===== src/hw/rtl/utf_to_utf8_sanitizing_transcoder_top_macros.svh =====
// Assertion helpers shared by the transcoder RTL.
`ifndef UTF_TO_UTF8_SANITIZING_TRANSCODER_TOP_MACROS_SVH
`define UTF_TO_UTF8_SANITIZING_TRANSCODER_TOP_MACROS_SVH
`ifndef SYNTHESIS
// ante |-> cons, checked outside reset
`define UTC_ASSERT_IMP(lbl, clk, rstn, ante, cons) \
    lbl: assert property (@(posedge clk) disable iff (!rstn) (ante) |-> (cons)) \
        else $error("utf8tc: implication check failed");
// cond must never be true outside reset
`define UTC_ASSERT_NEVER(lbl, clk, rstn, cond) \
    lbl: assert property (@(posedge clk) disable iff (!rstn) !(cond)) \
        else $error("utf8tc: forbidden condition seen");
`else
`define UTC_ASSERT_IMP(lbl, clk, rstn, ante, cons)
`define UTC_ASSERT_NEVER(lbl, clk, rstn, cond)
`endif
`endif


===== src/hw/rtl/utf8tc_pkg.sv =====
package utf8tc_pkg;

    localparam int QUEUE_DEPTH_DEF = 4;
    localparam int CP_W            = 21;

    typedef logic [CP_W-1:0] cp_t;

    localparam cp_t REPL_CP = 21'h00FFFD;

    typedef enum logic [1:0] {
        ENC_UTF8  = 2'd0,
        ENC_UTF16 = 2'd1,
        ENC_UTF32 = 2'd2,
        ENC_NONE  = 2'd3
    } enc_t;

    // front sequencer
    typedef enum logic [1:0] {
        FS_IDLE,
        FS_U8,
        FS_LIST,
        FS_FIN
    } fstate_t;

    // one code point handed from front to back
    typedef struct packed {
        cp_t  cp;
        logic last;
    } qent_t;

    // push side of the queue
    typedef struct packed {
        logic  push;
        qent_t ent;
    } qpush_t;

    // UTF-8 bytes, first byte in the low bits
    typedef struct packed {
        logic [31:0] bytes;
        logic [2:0]  len;
    } utf8_seq_t;

    // surrogates and values above U+10FFFF become U+FFFD
    function automatic utf8_seq_t utf8_encode(cp_t cp_in);
        cp_t       cp;
        utf8_seq_t s;
        cp = cp_in;
        if ((cp > 21'h10FFFF) || (cp inside {[21'h00D800:21'h00DFFF]}))
        begin
            cp = REPL_CP;
        end
        s.bytes = '0;
        if (cp <= 21'h00007F)
        begin
            s.bytes[7:0] = {1'b0, cp[6:0]};
            s.len        = 3'd1;
        end
        else if (cp <= 21'h0007FF)
        begin
            s.bytes[7:0]  = {3'b110, cp[10:6]};
            s.bytes[15:8] = {2'b10, cp[5:0]};
            s.len         = 3'd2;
        end
        else if (cp <= 21'h00FFFF)
        begin
            s.bytes[7:0]   = {4'b1110, cp[15:12]};
            s.bytes[15:8]  = {2'b10, cp[11:6]};
            s.bytes[23:16] = {2'b10, cp[5:0]};
            s.len          = 3'd3;
        end
        else
        begin
            s.bytes[7:0]   = {5'b11110, cp[20:18]};
            s.bytes[15:8]  = {2'b10, cp[17:12]};
            s.bytes[23:16] = {2'b10, cp[11:6]};
            s.bytes[31:24] = {2'b10, cp[5:0]};
            s.len          = 3'd4;
        end
        return s;
    endfunction

endpackage


===== src/hw/rtl/utf8tc_queue.sv =====
`include "utf_to_utf8_sanitizing_transcoder_top_macros.svh"

module utf8tc_queue
    import utf8tc_pkg::*;
#(
    parameter int DEPTH = QUEUE_DEPTH_DEF
)
(
    input  logic   clk,
    input  logic   rst_n,
    input  qpush_t wr,
    output logic   full,
    input  logic   pop,
    output qent_t  rdata,
    output logic   empty
);

    localparam int AW = (DEPTH > 1) ? $clog2(DEPTH) : 1;
    localparam int CW = $clog2(DEPTH + 1);

    qent_t          mem_reg [DEPTH];
    logic [AW-1:0]  wr_ptr_reg, wr_ptr_next;
    logic [AW-1:0]  rd_ptr_reg, rd_ptr_next;
    logic [CW-1:0]  count_reg, count_next;

    assign full  = (count_reg == CW'(DEPTH));
    assign empty = (count_reg == '0);
    assign rdata = mem_reg[rd_ptr_reg];

    always_comb
    begin
        wr_ptr_next = wr_ptr_reg;
        rd_ptr_next = rd_ptr_reg;
        count_next  = count_reg;
        if (wr.push)
        begin
            wr_ptr_next = (wr_ptr_reg == AW'(DEPTH - 1)) ? '0 : wr_ptr_reg + AW'(1);
        end
        if (pop)
        begin
            rd_ptr_next = (rd_ptr_reg == AW'(DEPTH - 1)) ? '0 : rd_ptr_reg + AW'(1);
        end
        if (wr.push && !pop)
        begin
            count_next = count_reg + CW'(1);
        end
        else if (pop && !wr.push)
        begin
            count_next = count_reg - CW'(1);
        end
    end

    always_ff @(posedge clk or negedge rst_n)
    begin
        if (!rst_n)
        begin
            wr_ptr_reg <= '0;
            rd_ptr_reg <= '0;
            count_reg  <= '0;
        end
        else
        begin
            wr_ptr_reg <= wr_ptr_next;
            rd_ptr_reg <= rd_ptr_next;
            count_reg  <= count_next;
        end
    end

    always_ff @(posedge clk)
    begin
        if (wr.push)
        begin
            mem_reg[wr_ptr_reg] <= wr.ent;
        end
    end

    `UTC_ASSERT_NEVER(a_q_push_full, clk, rst_n, wr.push && full)
    `UTC_ASSERT_NEVER(a_q_pop_empty, clk, rst_n, pop && empty)

endmodule


===== src/hw/rtl/utf8tc_front.sv =====
`include "utf_to_utf8_sanitizing_transcoder_top_macros.svh"

module utf8tc_front
    import utf8tc_pkg::*;
(
    input  logic       clk,
    input  logic       rst_n,
    input  logic       cfg_we,
    input  logic [1:0] cfg_wdata,
    input  logic       s_tvalid,
    output logic       s_tready,
    input  logic [7:0] s_tdata,
    input  logic       s_tlast,
    output qpush_t     q_wr,
    input  logic       q_full
);

    fstate_t      state_reg, state_next;
    enc_t         enc_reg, enc_next;
    logic [7:0]   pb_reg [3];
    logic [7:0]   pb_next [3];
    logic [1:0]   pcnt_reg, pcnt_next;
    logic         hold_reg, hold_next;
    logic [31:0]  win_reg, win_next;
    logic [2:0]   wcnt_reg, wcnt_next;
    logic         eod_reg, eod_next;
    cp_t          lst_cp_reg [3];
    cp_t          lst_cp_next [3];
    logic [2:0]   lst_v_reg, lst_v_next;
    cp_t          held_cp_reg, held_cp_next;
    logic         held_v_reg, held_v_next;

    logic         acc;
    // UTF-8 decode step
    logic         u8_gen, u8_clear, u8_stop, u8_fin, lead_ok, cont_ok, overlong;
    cp_t          u8_cp, dec_cp;
    logic [2:0]   u8_drop, u8_len, u8_cnt_next;
    logic [7:0]   lead, b1, b2, b3;
    // list walk
    logic [2:0]   lst_sel;
    cp_t          lst_sel_cp;
    logic         gen, advance;
    cp_t          gen_cp;

    assign s_tready = (state_reg == FS_IDLE);
    assign acc      = s_tvalid && s_tready;

    assign lead = win_reg[7:0];
    assign b1   = win_reg[15:8];
    assign b2   = win_reg[23:16];
    assign b3   = win_reg[31:24];

    // one decode attempt at the head of the window
    always_comb
    begin
        u8_gen   = 1'b0;
        u8_cp    = REPL_CP;
        u8_drop  = 3'd0;
        u8_clear = 1'b0;
        u8_stop  = 1'b0;
        u8_len   = 3'd1;
        lead_ok  = 1'b1;
        cont_ok  = 1'b1;
        overlong = 1'b0;
        dec_cp   = {13'b0, lead};
        case (lead) inside
            [8'h00:8'h7F]:
            begin
                u8_len = 3'd1;
            end
            [8'hC0:8'hDF]:
            begin
                u8_len   = 3'd2;
                dec_cp   = {10'b0, lead[4:0], b1[5:0]};
                cont_ok  = (b1[7:6] == 2'b10);
                overlong = (dec_cp < 21'h000080);
            end
            [8'hE0:8'hEF]:
            begin
                u8_len   = 3'd3;
                dec_cp   = {5'b0, lead[3:0], b1[5:0], b2[5:0]};
                cont_ok  = (b1[7:6] == 2'b10) && (b2[7:6] == 2'b10);
                overlong = (dec_cp < 21'h000800);
            end
            [8'hF0:8'hF7]:
            begin
                u8_len   = 3'd4;
                dec_cp   = {lead[2:0], b1[5:0], b2[5:0], b3[5:0]};
                cont_ok  = (b1[7:6] == 2'b10) && (b2[7:6] == 2'b10) &&
                           (b3[7:6] == 2'b10);
                overlong = (dec_cp < 21'h010000);
            end
            default:
            begin
                lead_ok = 1'b0;
            end
        endcase

        if (wcnt_reg == 3'd0)
        begin
            u8_stop = 1'b1;
        end
        else if (!lead_ok)
        begin
            u8_gen  = 1'b1;
            u8_drop = 3'd1;
        end
        else if (wcnt_reg < u8_len)
        begin
            // sequence not complete yet; at end of data it is one U+FFFD
            u8_stop  = 1'b1;
            u8_gen   = eod_reg;
            u8_clear = eod_reg;
        end
        else if (!cont_ok || overlong)
        begin
            // only the lead goes, the rest is decoded again
            u8_gen  = 1'b1;
            u8_drop = 3'd1;
        end
        else
        begin
            u8_gen  = 1'b1;
            u8_cp   = dec_cp;
            u8_drop = u8_len;
        end
        u8_cnt_next = u8_clear ? 3'd0 : (wcnt_reg - u8_drop);
        u8_fin      = u8_stop || (u8_cnt_next == 3'd0);
    end

    // lowest pending list entry first
    always_comb
    begin
        lst_sel = lst_v_reg & (~lst_v_reg + 3'd1);
        if (lst_v_reg[0])
        begin
            lst_sel_cp = lst_cp_reg[0];
        end
        else if (lst_v_reg[1])
        begin
            lst_sel_cp = lst_cp_reg[1];
        end
        else
        begin
            lst_sel_cp = lst_cp_reg[2];
        end
    end

    // a new code point can only displace the held one if the queue has room
    always_comb
    begin
        gen     = 1'b0;
        gen_cp  = lst_sel_cp;
        advance = 1'b1;
        case (state_reg)
            FS_U8:
            begin
                gen     = u8_gen;
                gen_cp  = u8_cp;
                advance = !(u8_gen && held_v_reg && q_full);
            end
            FS_LIST:
            begin
                gen     = |lst_v_reg;
                advance = !((|lst_v_reg) && held_v_reg && q_full);
            end
            FS_FIN:
            begin
                advance = !(held_v_reg && q_full);
            end
            default:
            begin
                advance = 1'b1;
            end
        endcase
    end

    always_comb
    begin
        state_next = state_reg;
        case (state_reg)
            FS_IDLE:
            begin
                if (acc)
                begin
                    state_next = (enc_reg == ENC_UTF8) ? FS_U8 : FS_LIST;
                end
            end
            FS_U8:
            begin
                if (advance && u8_fin)
                begin
                    state_next = FS_FIN;
                end
            end
            FS_LIST:
            begin
                if (advance && ((lst_v_reg & ~lst_sel) == 3'd0))
                begin
                    state_next = FS_FIN;
                end
            end
            FS_FIN:
            begin
                if (advance)
                begin
                    state_next = FS_IDLE;
                end
            end
            default:
            begin
                state_next = FS_IDLE;
            end
        endcase
    end

    always_comb
    begin
        logic [15:0] unit;
        logic        is_lo, is_hi, consumed, hold_new;
        logic [31:0] cp32;

        enc_next     = enc_reg;
        pb_next      = pb_reg;
        pcnt_next    = pcnt_reg;
        hold_next    = hold_reg;
        win_next     = win_reg;
        wcnt_next    = wcnt_reg;
        eod_next     = eod_reg;
        lst_cp_next  = lst_cp_reg;
        lst_v_next   = lst_v_reg;
        held_cp_next = held_cp_reg;
        held_v_next  = held_v_reg;
        q_wr.push    = 1'b0;
        q_wr.ent     = '{cp: held_cp_reg, last: 1'b0};

        unit     = {s_tdata, pb_reg[0]};
        is_lo    = unit inside {[16'hDC00:16'hDFFF]};
        is_hi    = unit inside {[16'hD800:16'hDBFF]};
        consumed = hold_reg && is_lo;
        hold_new = !consumed && is_hi;
        cp32     = {s_tdata, pb_reg[2], pb_reg[1], pb_reg[0]};

        case (state_reg)
            FS_IDLE:
            begin
                if (acc)
                begin
                    lst_v_next = 3'b000;
                    case (enc_reg)
                        ENC_UTF8:
                        begin
                            win_next = {8'h00, pb_reg[2], pb_reg[1], pb_reg[0]};
                            case (pcnt_reg)
                                2'd0:    win_next[7:0]   = s_tdata;
                                2'd1:    win_next[15:8]  = s_tdata;
                                2'd2:    win_next[23:16] = s_tdata;
                                default: win_next[31:24] = s_tdata;
                            endcase
                            wcnt_next = {1'b0, pcnt_reg} + 3'd1;
                            eod_next  = s_tlast;
                        end
                        ENC_UTF16:
                        begin
                            lst_cp_next[0] = consumed ?
                                (21'h010000
                                 + {1'b0, pb_reg[2][1:0], pb_reg[1], unit[9:0]}) :
                                REPL_CP;
                            lst_cp_next[1] = {5'b0, unit};
                            lst_cp_next[2] = REPL_CP;
                            if (pcnt_reg == 2'd0)
                            begin
                                pb_next[0] = s_tdata;
                                pcnt_next  = 2'd1;
                                lst_v_next = {s_tlast && hold_reg, 2'b00};
                            end
                            else
                            begin
                                pb_next[0] = 8'h00;
                                pcnt_next  = 2'd0;
                                hold_next  = hold_new;
                                if (hold_new)
                                begin
                                    pb_next[1] = unit[7:0];
                                    pb_next[2] = unit[15:8];
                                end
                                lst_v_next = {s_tlast && hold_new,
                                              !consumed && !is_hi,
                                              hold_reg};
                            end
                        end
                        ENC_UTF32:
                        begin
                            if (pcnt_reg != 2'd3)
                            begin
                                pb_next[pcnt_reg] = s_tdata;
                                pcnt_next         = pcnt_reg + 2'd1;
                            end
                            else
                            begin
                                pcnt_next      = 2'd0;
                                lst_cp_next[0] = (cp32[31:21] != 11'd0) ? REPL_CP :
                                                 cp32[20:0];
                                lst_v_next     = 3'b001;
                            end
                        end
                        default:
                        begin
                            lst_v_next = 3'b000;
                        end
                    endcase
                    if (s_tlast && (enc_reg != ENC_UTF8))
                    begin
                        pcnt_next = 2'd0;
                        hold_next = 1'b0;
                    end
                end
            end
            FS_U8:
            begin
                if (advance)
                begin
                    win_next  = win_reg >> {u8_drop, 3'b000};
                    wcnt_next = u8_cnt_next;
                    if (u8_fin)
                    begin
                        // leftover bytes stay buffered for the next word
                        pb_next[0] = win_next[7:0];
                        pb_next[1] = win_next[15:8];
                        pb_next[2] = win_next[23:16];
                        pcnt_next  = eod_reg ? 2'd0 : wcnt_next[1:0];
                        hold_next  = 1'b0;
                    end
                end
            end
            FS_LIST:
            begin
                if (advance)
                begin
                    lst_v_next = lst_v_reg & ~lst_sel;
                end
            end
            FS_FIN:
            begin
                if (advance)
                begin
                    q_wr.push     = held_v_reg;
                    q_wr.ent.last = 1'b1;
                    held_v_next   = 1'b0;
                end
            end
            default:
            begin
                held_v_next = 1'b0;
            end
        endcase

        // the held code point goes out once it is known not to be the last
        if (((state_reg == FS_U8) || (state_reg == FS_LIST)) && advance && gen)
        begin
            q_wr.push    = held_v_reg;
            held_cp_next = gen_cp;
            held_v_next  = 1'b1;
        end

        if (cfg_we)
        begin
            enc_next   = enc_t'(cfg_wdata);
            pb_next[0] = 8'h00;
            pb_next[1] = 8'h00;
            pb_next[2] = 8'h00;
            pcnt_next  = 2'd0;
            hold_next  = 1'b0;
        end
    end

    always_ff @(posedge clk or negedge rst_n)
    begin
        if (!rst_n)
        begin
            state_reg  <= FS_IDLE;
            enc_reg    <= ENC_UTF8;
            pb_reg[0]  <= 8'h00;
            pb_reg[1]  <= 8'h00;
            pb_reg[2]  <= 8'h00;
            pcnt_reg   <= 2'd0;
            hold_reg   <= 1'b0;
            wcnt_reg   <= 3'd0;
            eod_reg    <= 1'b0;
            lst_v_reg  <= 3'b000;
            held_v_reg <= 1'b0;
        end
        else
        begin
            state_reg  <= state_next;
            enc_reg    <= enc_next;
            pb_reg     <= pb_next;
            pcnt_reg   <= pcnt_next;
            hold_reg   <= hold_next;
            wcnt_reg   <= wcnt_next;
            eod_reg    <= eod_next;
            lst_v_reg  <= lst_v_next;
            held_v_reg <= held_v_next;
        end
    end

    always_ff @(posedge clk)
    begin
        win_reg     <= win_next;
        lst_cp_reg  <= lst_cp_next;
        held_cp_reg <= held_cp_next;
    end

    `UTC_ASSERT_IMP(a_idle_nothing_held, clk, rst_n, state_reg == FS_IDLE, !held_v_reg)
    `UTC_ASSERT_IMP(a_u8_window_nonempty, clk, rst_n, state_reg == FS_U8, wcnt_reg != 3'd0)

endmodule


===== src/hw/rtl/utf8tc_back.sv =====
`include "utf_to_utf8_sanitizing_transcoder_top_macros.svh"

module utf8tc_back
    import utf8tc_pkg::*;
(
    input  logic       clk,
    input  logic       rst_n,
    input  logic       q_empty,
    output logic       q_pop,
    input  qent_t      q_rdata,
    output logic       m_tvalid,
    input  logic       m_tready,
    output logic [7:0] m_tdata,
    output logic       m_tlast
);

    logic        enc_v_reg, enc_v_next;
    logic [31:0] seq_reg, seq_next;
    logic [2:0]  len_reg, len_next;
    logic [1:0]  pos_reg, pos_next;
    logic        last_reg, last_next;
    logic        out_v_reg, out_v_next;
    logic [7:0]  out_b_reg, out_b_next;
    logic        out_l_reg, out_l_next;

    logic        out_take, emit, last_byte;
    logic [31:0] seq_shift;
    utf8_seq_t   enc;

    assign out_take  = !out_v_reg || m_tready;
    assign emit      = enc_v_reg && out_take;
    assign last_byte = (({1'b0, pos_reg} + 3'd1) == len_reg);
    assign seq_shift = seq_reg >> {pos_reg, 3'b000};
    assign q_pop     = !q_empty && (!enc_v_reg || (emit && last_byte));
    assign enc       = utf8_encode(q_rdata.cp);

    assign m_tvalid = out_v_reg;
    assign m_tdata  = out_b_reg;
    assign m_tlast  = out_l_reg;

    always_comb
    begin
        enc_v_next = enc_v_reg;
        seq_next   = seq_reg;
        len_next   = len_reg;
        pos_next   = pos_reg;
        last_next  = last_reg;
        out_v_next = out_v_reg;
        out_b_next = out_b_reg;
        out_l_next = out_l_reg;

        if (out_take)
        begin
            out_v_next = emit;
            if (emit)
            begin
                out_b_next = seq_shift[7:0];
                out_l_next = last_reg && last_byte;
            end
        end

        if (q_pop)
        begin
            enc_v_next = 1'b1;
            seq_next   = enc.bytes;
            len_next   = enc.len;
            pos_next   = 2'd0;
            last_next  = q_rdata.last;
        end
        else if (emit && last_byte)
        begin
            enc_v_next = 1'b0;
        end
        else if (emit)
        begin
            pos_next = pos_reg + 2'd1;
        end
    end

    always_ff @(posedge clk or negedge rst_n)
    begin
        if (!rst_n)
        begin
            enc_v_reg <= 1'b0;
            out_v_reg <= 1'b0;
        end
        else
        begin
            enc_v_reg <= enc_v_next;
            out_v_reg <= out_v_next;
        end
    end

    always_ff @(posedge clk)
    begin
        seq_reg   <= seq_next;
        len_reg   <= len_next;
        pos_reg   <= pos_next;
        last_reg  <= last_next;
        out_b_reg <= out_b_next;
        out_l_reg <= out_l_next;
    end

    `UTC_ASSERT_IMP(a_pos_in_range, clk, rst_n, enc_v_reg, {1'b0, pos_reg} < len_reg)

endmodule


===== src/hw/rtl/utf_to_utf8_sanitizing_transcoder_top.sv =====
// Sanitizing transcoder to UTF-8. Takes one source byte per word on the s_axis
// side in the encoding set by cfg_wdata (0 UTF-8, 1 UTF-16LE, 2 UTF-32LE, 3 drops
// all input) and returns well-formed UTF-8 bytes on m_axis, tlast marking the
// last output byte caused by each input word; an input word may cause no output.
// Bad leads, bad continuations, overlong forms, surrogates and values above
// U+10FFFF come out as U+FFFD. In UTF-8 a failed sequence costs only its lead
// byte and the following bytes are decoded again; s_axis_tlast flushes a
// truncated sequence or a lone high surrogate as one U+FFFD and clears the
// decoder, and a partial trailing UTF-16/32 unit is dropped. Writing the
// encoding register also clears the decoder; write it only while the block is
// idle. The front accepts each word in its idle state, then takes one decode
// step per code point found or per stall (UTF-8) or per queued code point
// (UTF-16/32, at least one), then a closing step, before it accepts the next
// word. The back end encodes and sends one output byte per cycle unless
// m_axis_tready holds it off; the code point queue lets a long UTF-8 sequence
// or a stalled output drain while the front decodes on until the queue fills.

module utf_to_utf8_sanitizing_transcoder_top
    import utf8tc_pkg::*;
#(
    parameter int QUEUE_DEPTH = QUEUE_DEPTH_DEF    // code points in flight, >= 2
)
(
    input  logic       clk,
    input  logic       rst_n,
    // encoding register
    input  logic       cfg_we,
    input  logic [1:0] cfg_wdata,          // source_encoding
    // source bytes
    input  logic       s_axis_tvalid,
    output logic       s_axis_tready,
    input  logic [7:0] s_axis_tdata,       // [7:0] in_byte
    input  logic       s_axis_tlast,       // end_of_data
    // UTF-8 bytes
    output logic       m_axis_tvalid,
    input  logic       m_axis_tready,
    output logic [7:0] m_axis_tdata,       // [7:0] out_byte
    output logic       m_axis_tlast        // run_last
);

    qpush_t q_wr;
    logic   q_full;
    logic   q_empty;
    logic   q_pop;
    qent_t  q_rdata;

    // front: buffers partial sequences, decodes to code points
    utf8tc_front u_front (
        .clk       (clk),
        .rst_n     (rst_n),
        .cfg_we    (cfg_we),
        .cfg_wdata (cfg_wdata),
        .s_tvalid  (s_axis_tvalid),
        .s_tready  (s_axis_tready),
        .s_tdata   (s_axis_tdata),
        .s_tlast   (s_axis_tlast),
        .q_wr      (q_wr),
        .q_full    (q_full)
    );

    // code point queue, each entry tagged with the end-of-word flag
    utf8tc_queue #(
        .DEPTH (QUEUE_DEPTH)
    ) u_queue (
        .clk   (clk),
        .rst_n (rst_n),
        .wr    (q_wr),
        .full  (q_full),
        .pop   (q_pop),
        .rdata (q_rdata),
        .empty (q_empty)
    );

    // back: sanitizes, encodes and serializes bytes into the output register
    utf8tc_back u_back (
        .clk      (clk),
        .rst_n    (rst_n),
        .q_empty  (q_empty),
        .q_pop    (q_pop),
        .q_rdata  (q_rdata),
        .m_tvalid (m_axis_tvalid),
        .m_tready (m_axis_tready),
        .m_tdata  (m_axis_tdata),
        .m_tlast  (m_axis_tlast)
    );

endmodule


===== config.mk =====
export PLATFORM = sky130hd
export DESIGN_NAME = utf_to_utf8_sanitizing_transcoder_top
export DESIGN_NICKNAME = d
export VERILOG_FILES = /design/src/hw/rtl/utf8tc_pkg.sv /design/src/hw/rtl/utf8tc_queue.sv /design/src/hw/rtl/utf8tc_front.sv /design/src/hw/rtl/utf8tc_back.sv /design/src/hw/rtl/utf_to_utf8_sanitizing_transcoder_top.sv
export VERILOG_INCLUDE_DIRS = /design/src /design/src/hw/rtl
export SDC_FILE = /design/constraint.sdc
export NUM_CORES = 1
export LEC_CHECK = 0
export BUFFER_PORTS_ARGS = -buffer_cell sky130_fd_sc_hd__buf_2
export CORE_MARGIN = 3
export CORE_UTILIZATION = 50
export DETAILED_ROUTE_END_ITERATION = 6
export PLACE_DENSITY = 0.66
export SETUP_SLACK_MARGIN = 0.02
export SYNTH_ARGS = -nofsm -noshare
export SYNTH_HDL_FRONTEND = slang
export SYNTH_SLANG_ARGS = --single-unit

===== constraint.sdc =====
create_clock -name clk -period 6.78 [get_ports clk]
set_input_delay 0.339 -clock clk [delete_from_list [all_inputs] [get_ports clk]]
set_output_delay 0.339 -clock clk [all_outputs]
set_load 0.02 [all_outputs]

==> summary.txt <==
Result of the run -> complete, no violations
Power per cell area -> 498 nW/µm²
Utilization of the core after routing -> 57.3%
Number of nets with antenna violations after routing -> 0
Largest net degree at the start of global routing -> 73
Dominant combinational cell family by area after synthesis -> compound AO/OA/AOI/OAI gates
Critical path peak fanout -> 21
Number of synthesized register bits -> 268
Combinational power share -> 39.0%
Starting utilization of the core area -> 51.4%
FF+latch area -> 7790 µm²
CTS sink cnt -> 268
Top area cells in the synthesized netlist -> edfxtp_1 (48%), dfrtp_1 (8.9%), mux4_2 (4.7%)
Max clock buf depth -> 3
Internal power of the cells -> 4.64 mW
Number of filler cells placed in the layout -> 2163
Synth top cells by count -> edfxtp_1 (218), nand2_1 (73), nor2_1 (58)
Placed cells -> 1385
WHS Path Cells -> 2
Compound-cell area share of the yosys netlist -> 15.7%
Area growth from synthesis to final layout -> 11.6%
Placer's final routability congestion estimate -> 0.946
CP arrival -> 6.04 ns
Post-synthesis cell area -> 13500 µm²
Largest delay share family, worst path -> compound AO/OA/AOI/OAI gates
Overall routing resource usage -> 23.5%
Detailed-route wire length -> 34.0 mm
Total core area -> 26300 µm²
Top_reg_cell synth -> edfxtp_1
Number of top-level design ports -> 27
Max Freq -> 179 MHz
Startpoint of the lowest-slack register-to-register path -> u_front.win_reg[5]
Minimum hold slack -> 0.0668 ns
Largest stage delay, worst path -> 0.75 ns
Root buffer cell -> clkbuf_16
Worst path bufs/invs -> 3
Worst path cell trace -> nand3_1, nor2_4, inv_2, ha_1, nand2_1, a211oi_2, o31ai_1, nor2_4, ha_1, inv_1, fa_1, nor2b_1, a221oi_1, o31ai_1, or3_1, o211ai_4, nor3b_1, buf_4, mux2_2
Setup total negative slack -> 0 ns
Resize count post-CTS -> 0
Max_cap viols -> 0
Number of different library cells in the post-synthesis netlist -> 87
Count of synthesis-stage warnings from yosys -> 0
Setup repair bufs after CTS -> 0
Port-buffer cells -> 26
Cells on worst reg2reg path -> 19
Net switching power figure -> 2.85 mW
Antenna violations before repair -> 0
Fin crit period -> 5.60 ns
H-tree level count -> 1
Final Non-Filler Cells -> 1440
Share of post-route cells with drive strength above 1 -> 15.7%
Post-synthesis share of cell area spent on xor and xnor gates -> 0.714%
Highest-delay cell along the critical path -> edfxtp_1
Beginning of the worst hold path -> s_axis_tlast
Register-to-Register Setup Slack -> 1.18 ns
Final antenna diode count -> 0
Basic-gate share of the synthesized area counting and, or, nand and nor cells -> 10.1%
Period utilization -> 82.6%
Std-Cell Rows -> 59
Clock insertion delay at the later pin of the skew report -> 0.56 ns
Clock skew after layout -> 0.00931 ns
Required time of the critical path -> 7.22 ns
P_leak -> 5.29 nW
Reg-to-reg critical path endpoint -> u_front.pb_reg[7]
Cell with the most instances after synthesis -> edfxtp_1
Routed wire length per instance -> 23.6 µm
Total count of hold-check failures in the final report -> 0
Share of synthesized area occupied by flip-flops and latches -> 57.7%
Maximum vdd drop -> 0.262 mV
Area of the die -> 29000 µm²
Clock transition time at the flip-flop clock pins of the worst setup and hold paths -> 0.06 ns
Syn Inst Count -> 1076
Clock network power share -> 24.9%
Setup violation total in the final timing report -> 0
Capture endpoint of the worst hold path -> u_front.eod_reg
Total area of multi-input combinational cells -> 5200 µm²
Number of flip-flops in the largest register -> 88
Mapped Nets -> 1118
1st-pass router iterations -> 5
Post-synth top area cell -> edfxtp_1
Total CTS buffers -> 28
Die boundary width -> 170 µm
Worst setup path class -> reg2reg
Starting DRT DRC Count -> 958
Dpl hpwl -> 23.8 mm
Worst min-delay path class -> in2reg
RSZ-0062 raised after global routing -> false
Share of flip-flops with an asynchronous set or reset after synthesis -> 17.9%
Slew @ Worst Pin -> 1.17 ns
Vias -> 9141
Routed vias/inst -> 6.35
Final Power -> 7.49 mW
DRC errors left -> 0
Gr ovfl total -> 0
Max-slew headroom at the worst pin -> 21.7%
Nets -> 1125
Synth Area in Adders -> 2.52%
Global-route wire length before repair -> 53.0 mm
Switching Fraction -> 38.1%
Mux cell area share after synthesis -> 9.30%
Fraction of post-synthesis cell area in the top cell type by area -> 48.5%
CTS tree -> done
Worst setup EP type -> register
Die H -> 170 µm
Sequential share of power -> 36.1%
Total count of max-transition violations in the final report -> 0
Mean area per synthesized cell -> 12.5 µm²
Count of flip-flops with a built-in enable after synthesis -> 218
Via count of the first global-routing pass -> 8977
Critical path launch point type -> register
final cells by class:
type                       count  area share, %
clock buffer                  32           4.88
clock inverter                20           2.77
inverter                      54           1.38
multi-input combinational    684           34.5
sequential                   268           51.7
tap                          335           2.78
timing repair buffer          47           1.96
cells by family (layout without fill, tap and decap cells):
kind of cell / count (synthesis) / in the layout
muxes: 87 / 87
and+or+nand+nor: 264 / 264
adders and majority gates: 26 / 26
DFF: 268 / 268
xor gates and xnor gates: 11 / 11
buffers and inverters: 124 / 153
AOI/OAI and AO/OA: 296 / 296
layout by cell type (no fill, tap or decap), drive strengths merged, types with 5 or more instances in the layout:
| master | instances |
|---|---|
| edfxtp | 218 |
| nand2 | 73 |
| nor2 | 61 |
| a21oi | 52 |
| inv | 52 |
| o21ai | 52 |
| dfrtp | 48 |
| buf | 44 |
| o22ai | 38 |
| mux2i | 34 |
| clkbuf | 32 |
| mux4 | 28 |
| nand3 | 25 |
| mux2 | 25 |
| nand2b | 25 |
| a22o | 24 |
| ha | 24 |
| nor3 | 18 |
| o221ai | 18 |
| nor2b | 14 |
| a211oi | 14 |
| and2 | 11 |
| a22oi | 11 |
| bufinv | 11 |
| a221oi | 9 |
| o22a | 8 |
| a221o | 8 |
| a31oi | 8 |
| a211o | 7 |
| and3 | 7 |
| xnor2 | 6 |
| a32o | 6 |
| nor4 | 6 |
| clkinv | 6 |
| xor2 | 5 |
| nand4 | 5 |
| clkinvlp | 5 |
| o32ai | 5 |
worst max-delay path by stage:
stage	endpoint	from	cells past startpoint
after floorplan	u_front.pb_reg[3]	u_front.win_reg[3]	21
after global placement	u_front.pb_reg[5]	u_front.win_reg[5]	19
after detailed placement	u_front.pb_reg[3]	u_front.win_reg[5]	19
after CTS	u_front.pb_reg[3]	u_front.win_reg[5]	19
after global routing	u_front.pb_reg[7]	u_front.win_reg[5]	19
final	u_front.pb_reg[7]	u_front.win_reg[5]	19
per-layer routing:
metal / up-vias / part of all wire (%) / track usage (%)
met2: 383 / 48 / 38.7
met1: 4474 / 41 / 31.1
met4: 0 / 5.0 / 10.4
met3: 106 / 6.5 / 3.79
met5: - / 0 / 0
li1: 4178 / - / -
metrics by stage:
step | worst slack [ns] | instance area [µm²]
finish | 1.18 | 15100
global route | 0.717 | 15100
CTS | 1.22 | 15100
detailed placement | 1.26 | 13900
global placement | 1.43 | 13900
floorplan | 1.84 | 13500
power groups by stage:
stage	logic, mW	registers, mW	clock network (mW)
2_1_floorplan	2.25	2.54	0
3_3_place_gp	2.85	2.72	0
3_5_place_dp	2.87	2.73	0
5_1_grt	3.18	2.75	1.95
4_1_cts	2.89	2.70	1.89
6_report	2.92	2.71	1.86
what timing repair did:
action | in CTS | in global routing
hold buffers | 3 | 0
setup endpoints to repair | 0 | 0
hold endpoints to repair | 50 | 0
Note: power is estimated with default switching activity, not from simulation.
